File: src/sv/h2r_pkg.sv
`timescale 1ns / 1ps

package h2r_pkg;

    localparam int unsigned CH_W = 8;

    localparam logic [2:0] SEC_RG = 3'd0;
    localparam logic [2:0] SEC_GR = 3'd1;
    localparam logic [2:0] SEC_GB = 3'd2;
    localparam logic [2:0] SEC_BG = 3'd3;
    localparam logic [2:0] SEC_BR = 3'd4;
    localparam logic [2:0] SEC_RB = 3'd5;

    localparam logic [7:0] HUE_SPAN   = 8'd85;
    localparam logic [7:0] HUE_SPAN2  = 8'd170;
    localparam logic [7:0] HUE_LIM_1  = 8'd42;
    localparam logic [7:0] HUE_LIM_3  = 8'd127;
    localparam logic [7:0] HUE_LIM_5  = 8'd212;

    localparam int unsigned  XQ_SHIFT = 38;
    localparam logic [23:0]  XQ_RECIP = 24'd12681796;

    typedef struct packed {
        logic            vld;
        logic [2:0]      sector;
        logic [6:0]      k;
        logic [CH_W-1:0] sat;
        logic [CH_W-1:0] nsat;
        logic [CH_W-1:0] val;
        logic            last;
    } st1_t;

    typedef struct packed {
        logic            vld;
        logic [2:0]      sector;
        logic [14:0]     w;
        logic [15:0]     mnum;
        logic [CH_W-1:0] val;
        logic            last;
    } st2_t;

    typedef struct packed {
        logic            vld;
        logic [2:0]      sector;
        logic [22:0]     xnum;
        logic [CH_W-1:0] m;
        logic [CH_W-1:0] val;
        logic            last;
    } st3_t;

    typedef struct packed {
        logic            vld;
        logic [CH_W-1:0] red;
        logic [CH_W-1:0] green;
        logic [CH_W-1:0] blue;
        logic            last;
    } pix_t;

endpackage

File: src/sv/h2r_sector.sv
`timescale 1ns / 1ps

module h2r_sector
    import h2r_pkg::*;
(
    input  logic            aclk,
    input  logic            aresetn,
    input  logic            en,
    input  logic            in_vld,
    input  logic [CH_W-1:0] hue,
    input  logic [CH_W-1:0] sat,
    input  logic [CH_W-1:0] val,
    input  logic            last,
    output st1_t            st1
);

    st1_t       st1_reg;
    st1_t       st1_next;
    logic [7:0] rem;
    logic [7:0] dbl;
    logic [7:0] fold;

    always_comb begin
        if (hue < HUE_SPAN) begin
            rem = hue;
        end else if (hue < HUE_SPAN2) begin
            rem = hue - HUE_SPAN;
        end else begin
            rem = hue - HUE_SPAN2;
        end
        dbl  = {rem[6:0], 1'b0};
        fold = (dbl >= HUE_SPAN) ? (dbl - HUE_SPAN) : (HUE_SPAN - dbl);

        st1_next.vld  = in_vld;
        st1_next.k    = 7'(HUE_SPAN - fold);
        st1_next.sat  = sat;
        st1_next.nsat = ~sat;
        st1_next.val  = val;
        st1_next.last = last;
        priority if (hue < HUE_LIM_1) begin
            st1_next.sector = SEC_RG;
        end else if (hue < HUE_SPAN) begin
            st1_next.sector = SEC_GR;
        end else if (hue < HUE_LIM_3) begin
            st1_next.sector = SEC_GB;
        end else if (hue < HUE_SPAN2) begin
            st1_next.sector = SEC_BG;
        end else if (hue < HUE_LIM_5) begin
            st1_next.sector = SEC_BR;
        end else begin
            st1_next.sector = SEC_RB;
        end
    end

    always_ff @(posedge aclk) begin
        if (!aresetn) begin
            st1_reg.vld <= 1'b0;
        end else if (en) begin
            st1_reg.vld <= st1_next.vld;
        end
        if (en) begin
            st1_reg.sector <= st1_next.sector;
            st1_reg.k      <= st1_next.k;
            st1_reg.sat    <= st1_next.sat;
            st1_reg.nsat   <= st1_next.nsat;
            st1_reg.val    <= st1_next.val;
            st1_reg.last   <= st1_next.last;
        end
    end

    assign st1 = st1_reg;

endmodule

File: src/sv/h2r_chroma.sv
`timescale 1ns / 1ps

module h2r_chroma
    import h2r_pkg::*;
(
    input  logic aclk,
    input  logic aresetn,
    input  logic en,
    input  st1_t st1,
    output st3_t st3
);

    st2_t        st2_reg;
    st2_t        st2_next;
    st3_t        st3_reg;
    st3_t        st3_next;
    logic [16:0] mdiv;

    always_comb begin
        st2_next.vld    = st1.vld;
        st2_next.sector = st1.sector;
        st2_next.w      = 15'(st1.sat) * 15'(st1.k) + 15'(st1.nsat) * 15'(HUE_SPAN);
        st2_next.mnum   = 16'(st1.val) * 16'(st1.nsat);
        st2_next.val    = st1.val;
        st2_next.last   = st1.last;
    end

    always_comb begin
        mdiv = 17'(st2_reg.mnum) + 17'(st2_reg.mnum[15:8]) + 17'd1;
        st3_next.vld    = st2_reg.vld;
        st3_next.sector = st2_reg.sector;
        st3_next.xnum   = 23'(st2_reg.val) * 23'(st2_reg.w);
        st3_next.m      = mdiv[15:8];
        st3_next.val    = st2_reg.val;
        st3_next.last   = st2_reg.last;
    end

    always_ff @(posedge aclk) begin
        if (!aresetn) begin
            st2_reg.vld <= 1'b0;
            st3_reg.vld <= 1'b0;
        end else if (en) begin
            st2_reg.vld <= st2_next.vld;
            st3_reg.vld <= st3_next.vld;
        end
        if (en) begin
            st2_reg.sector <= st2_next.sector;
            st2_reg.w      <= st2_next.w;
            st2_reg.mnum   <= st2_next.mnum;
            st2_reg.val    <= st2_next.val;
            st2_reg.last   <= st2_next.last;
            st3_reg.sector <= st3_next.sector;
            st3_reg.xnum   <= st3_next.xnum;
            st3_reg.m      <= st3_next.m;
            st3_reg.val    <= st3_next.val;
            st3_reg.last   <= st3_next.last;
        end
    end

    assign st3 = st3_reg;

endmodule

File: src/sv/h2r_output.sv
`timescale 1ns / 1ps

module h2r_output
    import h2r_pkg::*;
(
    input  logic aclk,
    input  logic aresetn,
    input  logic en,
    input  st3_t st3,
    output pix_t pix
);

    pix_t            pix_reg;
    pix_t            pix_next;
    logic [46:0]     prod;
    logic [CH_W-1:0] xm;

    always_comb begin
        prod = 47'(st3.xnum) * 47'(XQ_RECIP);
        xm   = prod[XQ_SHIFT +: CH_W];
        pix_next.vld  = st3.vld;
        pix_next.last = st3.last;
        unique case (st3.sector)
            SEC_RG: begin
                pix_next.red   = st3.val;
                pix_next.green = xm;
                pix_next.blue  = st3.m;
            end
            SEC_GR: begin
                pix_next.red   = xm;
                pix_next.green = st3.val;
                pix_next.blue  = st3.m;
            end
            SEC_GB: begin
                pix_next.red   = st3.m;
                pix_next.green = st3.val;
                pix_next.blue  = xm;
            end
            SEC_BG: begin
                pix_next.red   = st3.m;
                pix_next.green = xm;
                pix_next.blue  = st3.val;
            end
            SEC_BR: begin
                pix_next.red   = xm;
                pix_next.green = st3.m;
                pix_next.blue  = st3.val;
            end
            default: begin
                pix_next.red   = st3.val;
                pix_next.green = st3.m;
                pix_next.blue  = xm;
            end
        endcase
    end

    always_ff @(posedge aclk) begin
        if (!aresetn) begin
            pix_reg.vld <= 1'b0;
        end else if (en) begin
            pix_reg.vld <= pix_next.vld;
        end
        if (en) begin
            pix_reg.red   <= pix_next.red;
            pix_reg.green <= pix_next.green;
            pix_reg.blue  <= pix_next.blue;
            pix_reg.last  <= pix_next.last;
        end
    end

    assign pix = pix_reg;

endmodule

File: src/sv/hsv_to_rgb_8bit_top.sv
`timescale 1ns / 1ps

// Converts one 8-bit HSV pixel to one 8-bit RGB pixel per transaction, with
// exact integer arithmetic and every component truncated toward zero. The
// block takes a new pixel in every cycle unless the output is stalled, and
// passes each pixel through four register stages (sector decode, chroma
// products, secondary product, reciprocal division and channel select)
// that move together and hold as a whole while the output is stalled. The
// line-end flag travels from s_axis_tlast to m_axis_tlast with its pixel.

module hsv_to_rgb_8bit_top
    import h2r_pkg::*;
(
    input  logic        aclk,
    input  logic        aresetn,
    input  logic        s_axis_tvalid,
    output logic        s_axis_tready,
    input  logic [23:0] s_axis_tdata,   // hue [7:0], saturation [15:8], brightness [23:16]
    input  logic        s_axis_tlast,
    output logic        m_axis_tvalid,
    input  logic        m_axis_tready,
    output logic [23:0] m_axis_tdata,   // red [7:0], green [15:8], blue [23:16]
    output logic        m_axis_tlast
);

    logic pipe_en;
    st1_t st1;
    st3_t st3;
    pix_t pix;

    assign pipe_en       = m_axis_tready || !pix.vld;
    assign s_axis_tready = pipe_en;

    h2r_sector u_sector (
        .aclk    (aclk),
        .aresetn (aresetn),
        .en      (pipe_en),
        .in_vld  (s_axis_tvalid),
        .hue     (s_axis_tdata[7:0]),
        .sat     (s_axis_tdata[15:8]),
        .val     (s_axis_tdata[23:16]),
        .last    (s_axis_tlast),
        .st1     (st1)
    );

    h2r_chroma u_chroma (
        .aclk    (aclk),
        .aresetn (aresetn),
        .en      (pipe_en),
        .st1     (st1),
        .st3     (st3)
    );

    h2r_output u_output (
        .aclk    (aclk),
        .aresetn (aresetn),
        .en      (pipe_en),
        .st3     (st3),
        .pix     (pix)
    );

    assign m_axis_tvalid = pix.vld;
    assign m_axis_tdata  = {pix.blue, pix.green, pix.red};
    assign m_axis_tlast  = pix.last;

    a_ready_follows_output: assert property (@(posedge aclk) disable iff (!aresetn)
        s_axis_tready == (m_axis_tready || !m_axis_tvalid))
        else $error("input ready does not follow the output stage");

    a_reset_clears_output: assert property (@(posedge aclk)
        !aresetn |=> !m_axis_tvalid)
        else $error("output valid after reset");

    a_last_stage_moves: assert property (@(posedge aclk) disable iff (!aresetn)
        (st3.vld && pipe_en) |=> m_axis_tvalid)
        else $error("pixel lost between last stage and output");

    a_stall_keeps_pixel: assert property (@(posedge aclk) disable iff (!aresetn)
        (m_axis_tvalid && !m_axis_tready) |=> (m_axis_tvalid && $stable(m_axis_tdata)))
        else $error("stalled output changed");

endmodule

File: config.mk
export PLATFORM = sky130hd
export DESIGN_NAME = hsv_to_rgb_8bit_top
export DESIGN_NICKNAME = d
export VERILOG_FILES = /design/src/sv/h2r_pkg.sv /design/src/sv/h2r_sector.sv /design/src/sv/h2r_chroma.sv /design/src/sv/h2r_output.sv /design/src/sv/hsv_to_rgb_8bit_top.sv
export SDC_FILE = /design/constraint.sdc
export NUM_CORES = 1
export LEC_CHECK = 0
export BUFFER_PORTS_ARGS = -buffer_cell sky130_fd_sc_hd__buf_2
export CORE_ASPECT_RATIO = 1.4
export CORE_MARGIN = 2
export CORE_UTILIZATION = 45
export CTS_CLUSTER_DIAMETER = 150
export CTS_CLUSTER_SIZE = 16
export DETAILED_ROUTE_END_ITERATION = 6
export SYNTH_ARGS = -nofsm -noshare
export SYNTH_HDL_FRONTEND = slang
export SYNTH_HIERARCHICAL = 1
export SYNTH_SLANG_ARGS = --single-unit
File: constraint.sdc
create_clock -name aclk -period 9.59 [get_ports aclk]
set_clock_uncertainty 0.2 [all_clocks]
set_input_delay 0.959 -clock aclk [delete_from_list [all_inputs] [get_ports aclk]]
set_output_delay 0.959 -clock aclk [all_outputs]
set_load 0.01 [all_outputs]
# ---- Word-level counts from Yosys, hierarchy flattened
# Index checks and enable logic that the tools add are counted.
dict set report word_totals {
  regBits 150
  word_cells 63
  input_bits 29
  out_inout_bits 27
}
dict set report op_classes {
  n_lt_le_gt_ge 6
  muxes 8
  n_reduce_logical 5
  n_eq_ne 4
  n_mul 5
  add_sub_neg 8
  bitwise_logic 1
}
# operator n
set ops {}
lappend ops {{$pmux W24 S5} 1}
lappend ops {{$mul A23 B22 Y44 const B} 1}
lappend ops {{$mul A8 B15 Y23} 1}
lappend ops {{$mux W7} 3}
lappend ops {{$add A16 B1 Y16 const B} 1}
lappend ops {{$add A16 B8 Y16} 1}
lappend ops {{$lt A8 B7 Y1 const B} 2}
lappend ops {{$lt A8 B8 Y1 const B} 2}
lappend ops {{$mul A8 B8 Y16} 1}
lappend ops {{$add A15 B15 Y15} 1}
lappend ops {{$mul A8 B7 Y15} 1}
lappend ops {{$mul A8 B7 Y15 const B} 1}
lappend ops {{$sub A7 B7 Y7 const A} 2}
lappend ops {{$sub A7 B7 Y7 const B} 2}
lappend ops {{$ge A8 B7 Y1 const B} 1}
lappend ops {{$lt A8 B6 Y1 const B} 1}
lappend ops {{$not A8 Y8} 1}
lappend ops {{$sub A7 B6 Y7 const B} 1}
lappend ops {{$eq A3 B2 Y1 const B} 2}
lappend ops {{$mux W2} 2}
lappend ops {{$reduce_or A4 Y1} 1}
lappend ops {{$eq A3 B1 Y1 const B} 1}
lappend ops {{$eq A3 B3 Y1 const B} 1}
lappend ops {{$logic_not A3 Y1} 1}
lappend ops {{4 further kinds} 5}

# ---- Longest topological paths before layout
dict set report depth {
  depth_word 6
  ltp_mapped 21
}

# ---- Cells and area by module
# The synthesis kept the hierarchy.
# mod area_per_inst_um2 cells_each n_inst
set modules_own_cells {}
lappend modules_own_cells {h2r_chroma 11717.5 1135 1}
lappend modules_own_cells {h2r_output 7060.5 719 1}
lappend modules_own_cells {h2r_sector 2094.5 191 1}
lappend modules_own_cells {hsv_to_rgb_8bit_top 6.3 1 1}

# ---- Least setup slack after synthesis
# Ideal clock, no wire load.
dict set report synth_timing {
  path_type {in2out}
  startpoint {input m_axis_tready}
  endpoint {output s_axis_tready}
  path_stages 1
  arrival_time_ps 4657
  slack_ps 3774
  path_buffers 0
  path_cell_list {nand2b_1}
}
dict set report synth_between {
  elab_chain_cells 1
}
# item line_no
set synth_lines {}
lappend synth_lines {{start: declaration} hsv_to_rgb_8bit_top.sv:21} ;# input logic m_axis_tready,
lappend synth_lines {{$logic_or A1 B1 Y1} hsv_to_rgb_8bit_top.sv:31} ;# assign pipe_en = m_axis_tready || !pix.vld;
lappend synth_lines {{end: declaration} hsv_to_rgb_8bit_top.sv:17} ;# output logic s_axis_tready,
# No other way between the ends.

==> results.yml <==
global_routing:
  grt_overflow_total: 0
  grtUsageTotal: 0.1993
  grt_pass1_vias: 15170
  grt_pass1_wl_um: 75510
  grt_max_degree: 75
  antenna_found_initial: 0
critical_path:
  critPathArrivalTime_ns: 6.29
  path_buf_inv: 4
  cp-end-kind: "register"
  crit_slowest_cell: "edfxtp_1"
  worst-setup-path-type: "reg -> reg"
  crit_chain: "ha_1 -> ha_1 -> inv_1 -> fa_1 -> inv_1 -> fa_1 -> inv_1 -> fa_1 -> inv_1 -> fa_1 -> ha_1 -> ha_1 -> a211oi_1 -> o21ai_0 -> o21ai_0 -> o21ai_0 -> nor3_2 -> o31ai_1 -> xor2_1 -> mux2i_1 -> o21ai_0"
  critPathRequiredTime_ns: 9.65
  critPathMaxStageDelay_ns: 0.51
  cp_max_fo: 5
  startpoint_type: "register"
  crit_family: "adder cells"
sta:
  finalSetupViolCount: 0
  maxSlewHeadroom: 0.2368
  hold_viol: 0
  fin_setup_tns_ns: 0
  fmax_ghz: 0.1604
  min_period_over_period: 0.6502
  grt_setup_unrepaired: "false"
  drv_slew: 0
  finalWorstPathRequiredPeriod_ns: 6.235
  worst_pin_slew_ns: 1.141
clock_network:
  clk_path_buf_depth: 2
  root_buffer: "clkbuf_16"
  clk_latency_ns: 0.46
  cts_tree: "yes"
  htreeDepth: 4
  cts_setup_buffers: 0
  cts_sinks: 149
  path_clk_slew_ns: 0.07
  cts_resized: 0
  hold_buffers: 0
  numCtsBuffers: 17
die:
  die_w_um: 186.0
  coreArea_mm2: 0.04596
  ios: 56
  rows: 93
  dieArea_mm2: 0.04816
  start_util: 0.4543
  die_h_um: 258.9
logic_synthesis:
  avgSynthCellArea_um2: 10.20
  async_flop_share: 0
  syn_area_mm2: 0.02088
  syn_nets: 2692
  synthCells: 2046
  synth_flop_cell: "edfxtp_1"
  ys_seq_elements: 149
  yosysSeqAreaShare: 0.2124
  synthDistinctLibCells: 85
  synth-edff-count: 145
  yosys_warnings: 6
cells_and_area:
  syn_to_final_growth_pct: 6.862
  fillerInstances: 4288
  layout-drive-gt1-share: 0.05611
  antenna_cells: 0
  nets: 2736
route:
  drtIter0Drc: 548
  ant_nets: 0
  drc: 0
  vias: 14230
  firstDrtPassIters: 5
  wire_per_inst_um: 16.89
  via_per_inst: 5.230
  drt-total-wl_um: 45930
status:
  status: "complete, no violations"
place:
  hpwl_um: 38210
  routabilityCongestion: 0.8876
  portBuffers: 55
min_path:
  hold_path_class: "reg -> reg"
job:
  cap_violations: 0
-- cell families (layout without fill, tap and decap cells) --
group / Yosys count / after routing / synth area share
adders and majority gates: 617 / 617 / 0.4575
and+or+nand+nor: 482 / 482 / 0.1227
buffers and inverters: 440 / 497 / 0.08198
AOI/OAI and AO/OA: 269 / 269 / 0.08720
DFF: 149 / 149 / 0.2124
xor gates and xnor gates: 75 / 75 / 0.03182
muxes: 13 / 13 / 0.006232
other: 1 / 1 / 0.0001796
-- synthesized netlist by cell type, drive strengths merged, types with 8 or more instances --
master	n	area [µm²]
inv	405	1520
ha	373	4667
fa	244	4885
and2	170	1065
edfxtp	145	4354
nand2	141	529.3
o21ai	66	341.6
a21oi	60	300.3
nor2	54	202.7
xnor2	51	446.7
xor2	24	217.7
clkbuf	23	86.33
nand3	19	95.09
nor2b	19	118.9
nor3	17	100.1
o21a	16	120.1
a21o	14	106.4
a211oi	13	102.6
mux2i	13	130.1
nand2b	13	81.33
buf	12	105.1
o21bai	10	75.07
a31oi	9	56.30
o31ai	8	60.06
-- worst reg2reg max path: cells and delay by family, from the launching register on --
kind                     cells  cell delay (ns)
flip-flops                   1             0.51
adder cells (fa/ha/maj)      8             3.08
AO/OA/AOI/OAI                6             1.44
AND/OR/NAND/NOR              1             0.12
XOR/XNOR                     1             0.35
buffers and inverters        4             0.21
multiplexers                 1             0.13
-- path summary, 6_finish.rpt --
check / slack (ns) / end / depth (start not counted) / start
max reg2reg: 3.35 / u_output/pix[12]$_DFFE_PP_ / 21 / u_chroma/st3[29]$_DFFE_PP_
max: 3.35 / u_output/pix[12]$_DFFE_PP_ / 21 / u_chroma/st3[29]$_DFFE_PP_
min: 0.22 / u_chroma/st2_reg[41]$_DFFE_PP_ / 0 / u_sector/st1[33]$_SDFFCE_PP0P_
min reg2reg: 0.22 / u_chroma/st2_reg[41]$_DFFE_PP_ / 0 / u_sector/st1[33]$_SDFFCE_PP0P_
-- through the flow --
step / utilization / hold WS (ns) / cells / instance area, µm² / setup WS, ns
finish: 0.4854 / 0.2212 / 2720 / 22310 / 3.355
global route: 0.4854 / 0.2245 / 2720 / 22310 / 3.054
CTS: 0.4854 / 0.2221 / 2720 / 22310 / 3.432
detailed placement: 0.4739 / 0.2057 / 2688 / 21780 / 3.430
global placement: 0.4739 / 0.2015 / 2688 / 21780 / 3.528
floorplan: - / 0.2003 / 2046 / 20880 / 3.774
-- metal layers --
layer / vias up / track usage / part of all wire
li1: 6882 / - / -
met1: 7043 / 0.2158 / 0.39
met4: 0 / 0.07874 / 0.033
met3: 77 / 0.02206 / 0.022
met2: 223 / 0.3879 / 0.56
met5: - / 0 / 0
-- cell usage in the layout, fill, tap and decap left out, types with 8 or more instances in the layout --
master and instances:
inv_1 405, ha_1 373, fa_1 244, and2_1 169
edfxtp_1 145, nand2_1 141, a21oi_1 60, o21ai_0 60
buf_2 55, nor2_1 54, xnor2_1 51, xor2_1 23
nor2b_1 19, nand3_1 19, clkbuf_16 17, o21a_1 16
nor3_1 14, a21o_1 13, mux2i_1 13, nand2b_1 12
a211oi_1 12, o21bai_1 10, a31oi_1 9, o31ai_1 8
-- final cells by class --
cell class	instances	area, µm²	share of cell area
sequential	149	4434	0.1987
timing repair buffer	60	312.8	0.01402
multi-input combinational	1457	14740	0.6607
clock buffer	19	432.9	0.01940
tap	617	772.0	0.03460
clock inverter	13	98.84	0.004430
inverter	405	1520	0.06814
Power is left out: the tool's default activity adds up to more than one toggle a clock period on the data nets, which glitch-free logic cannot reach.
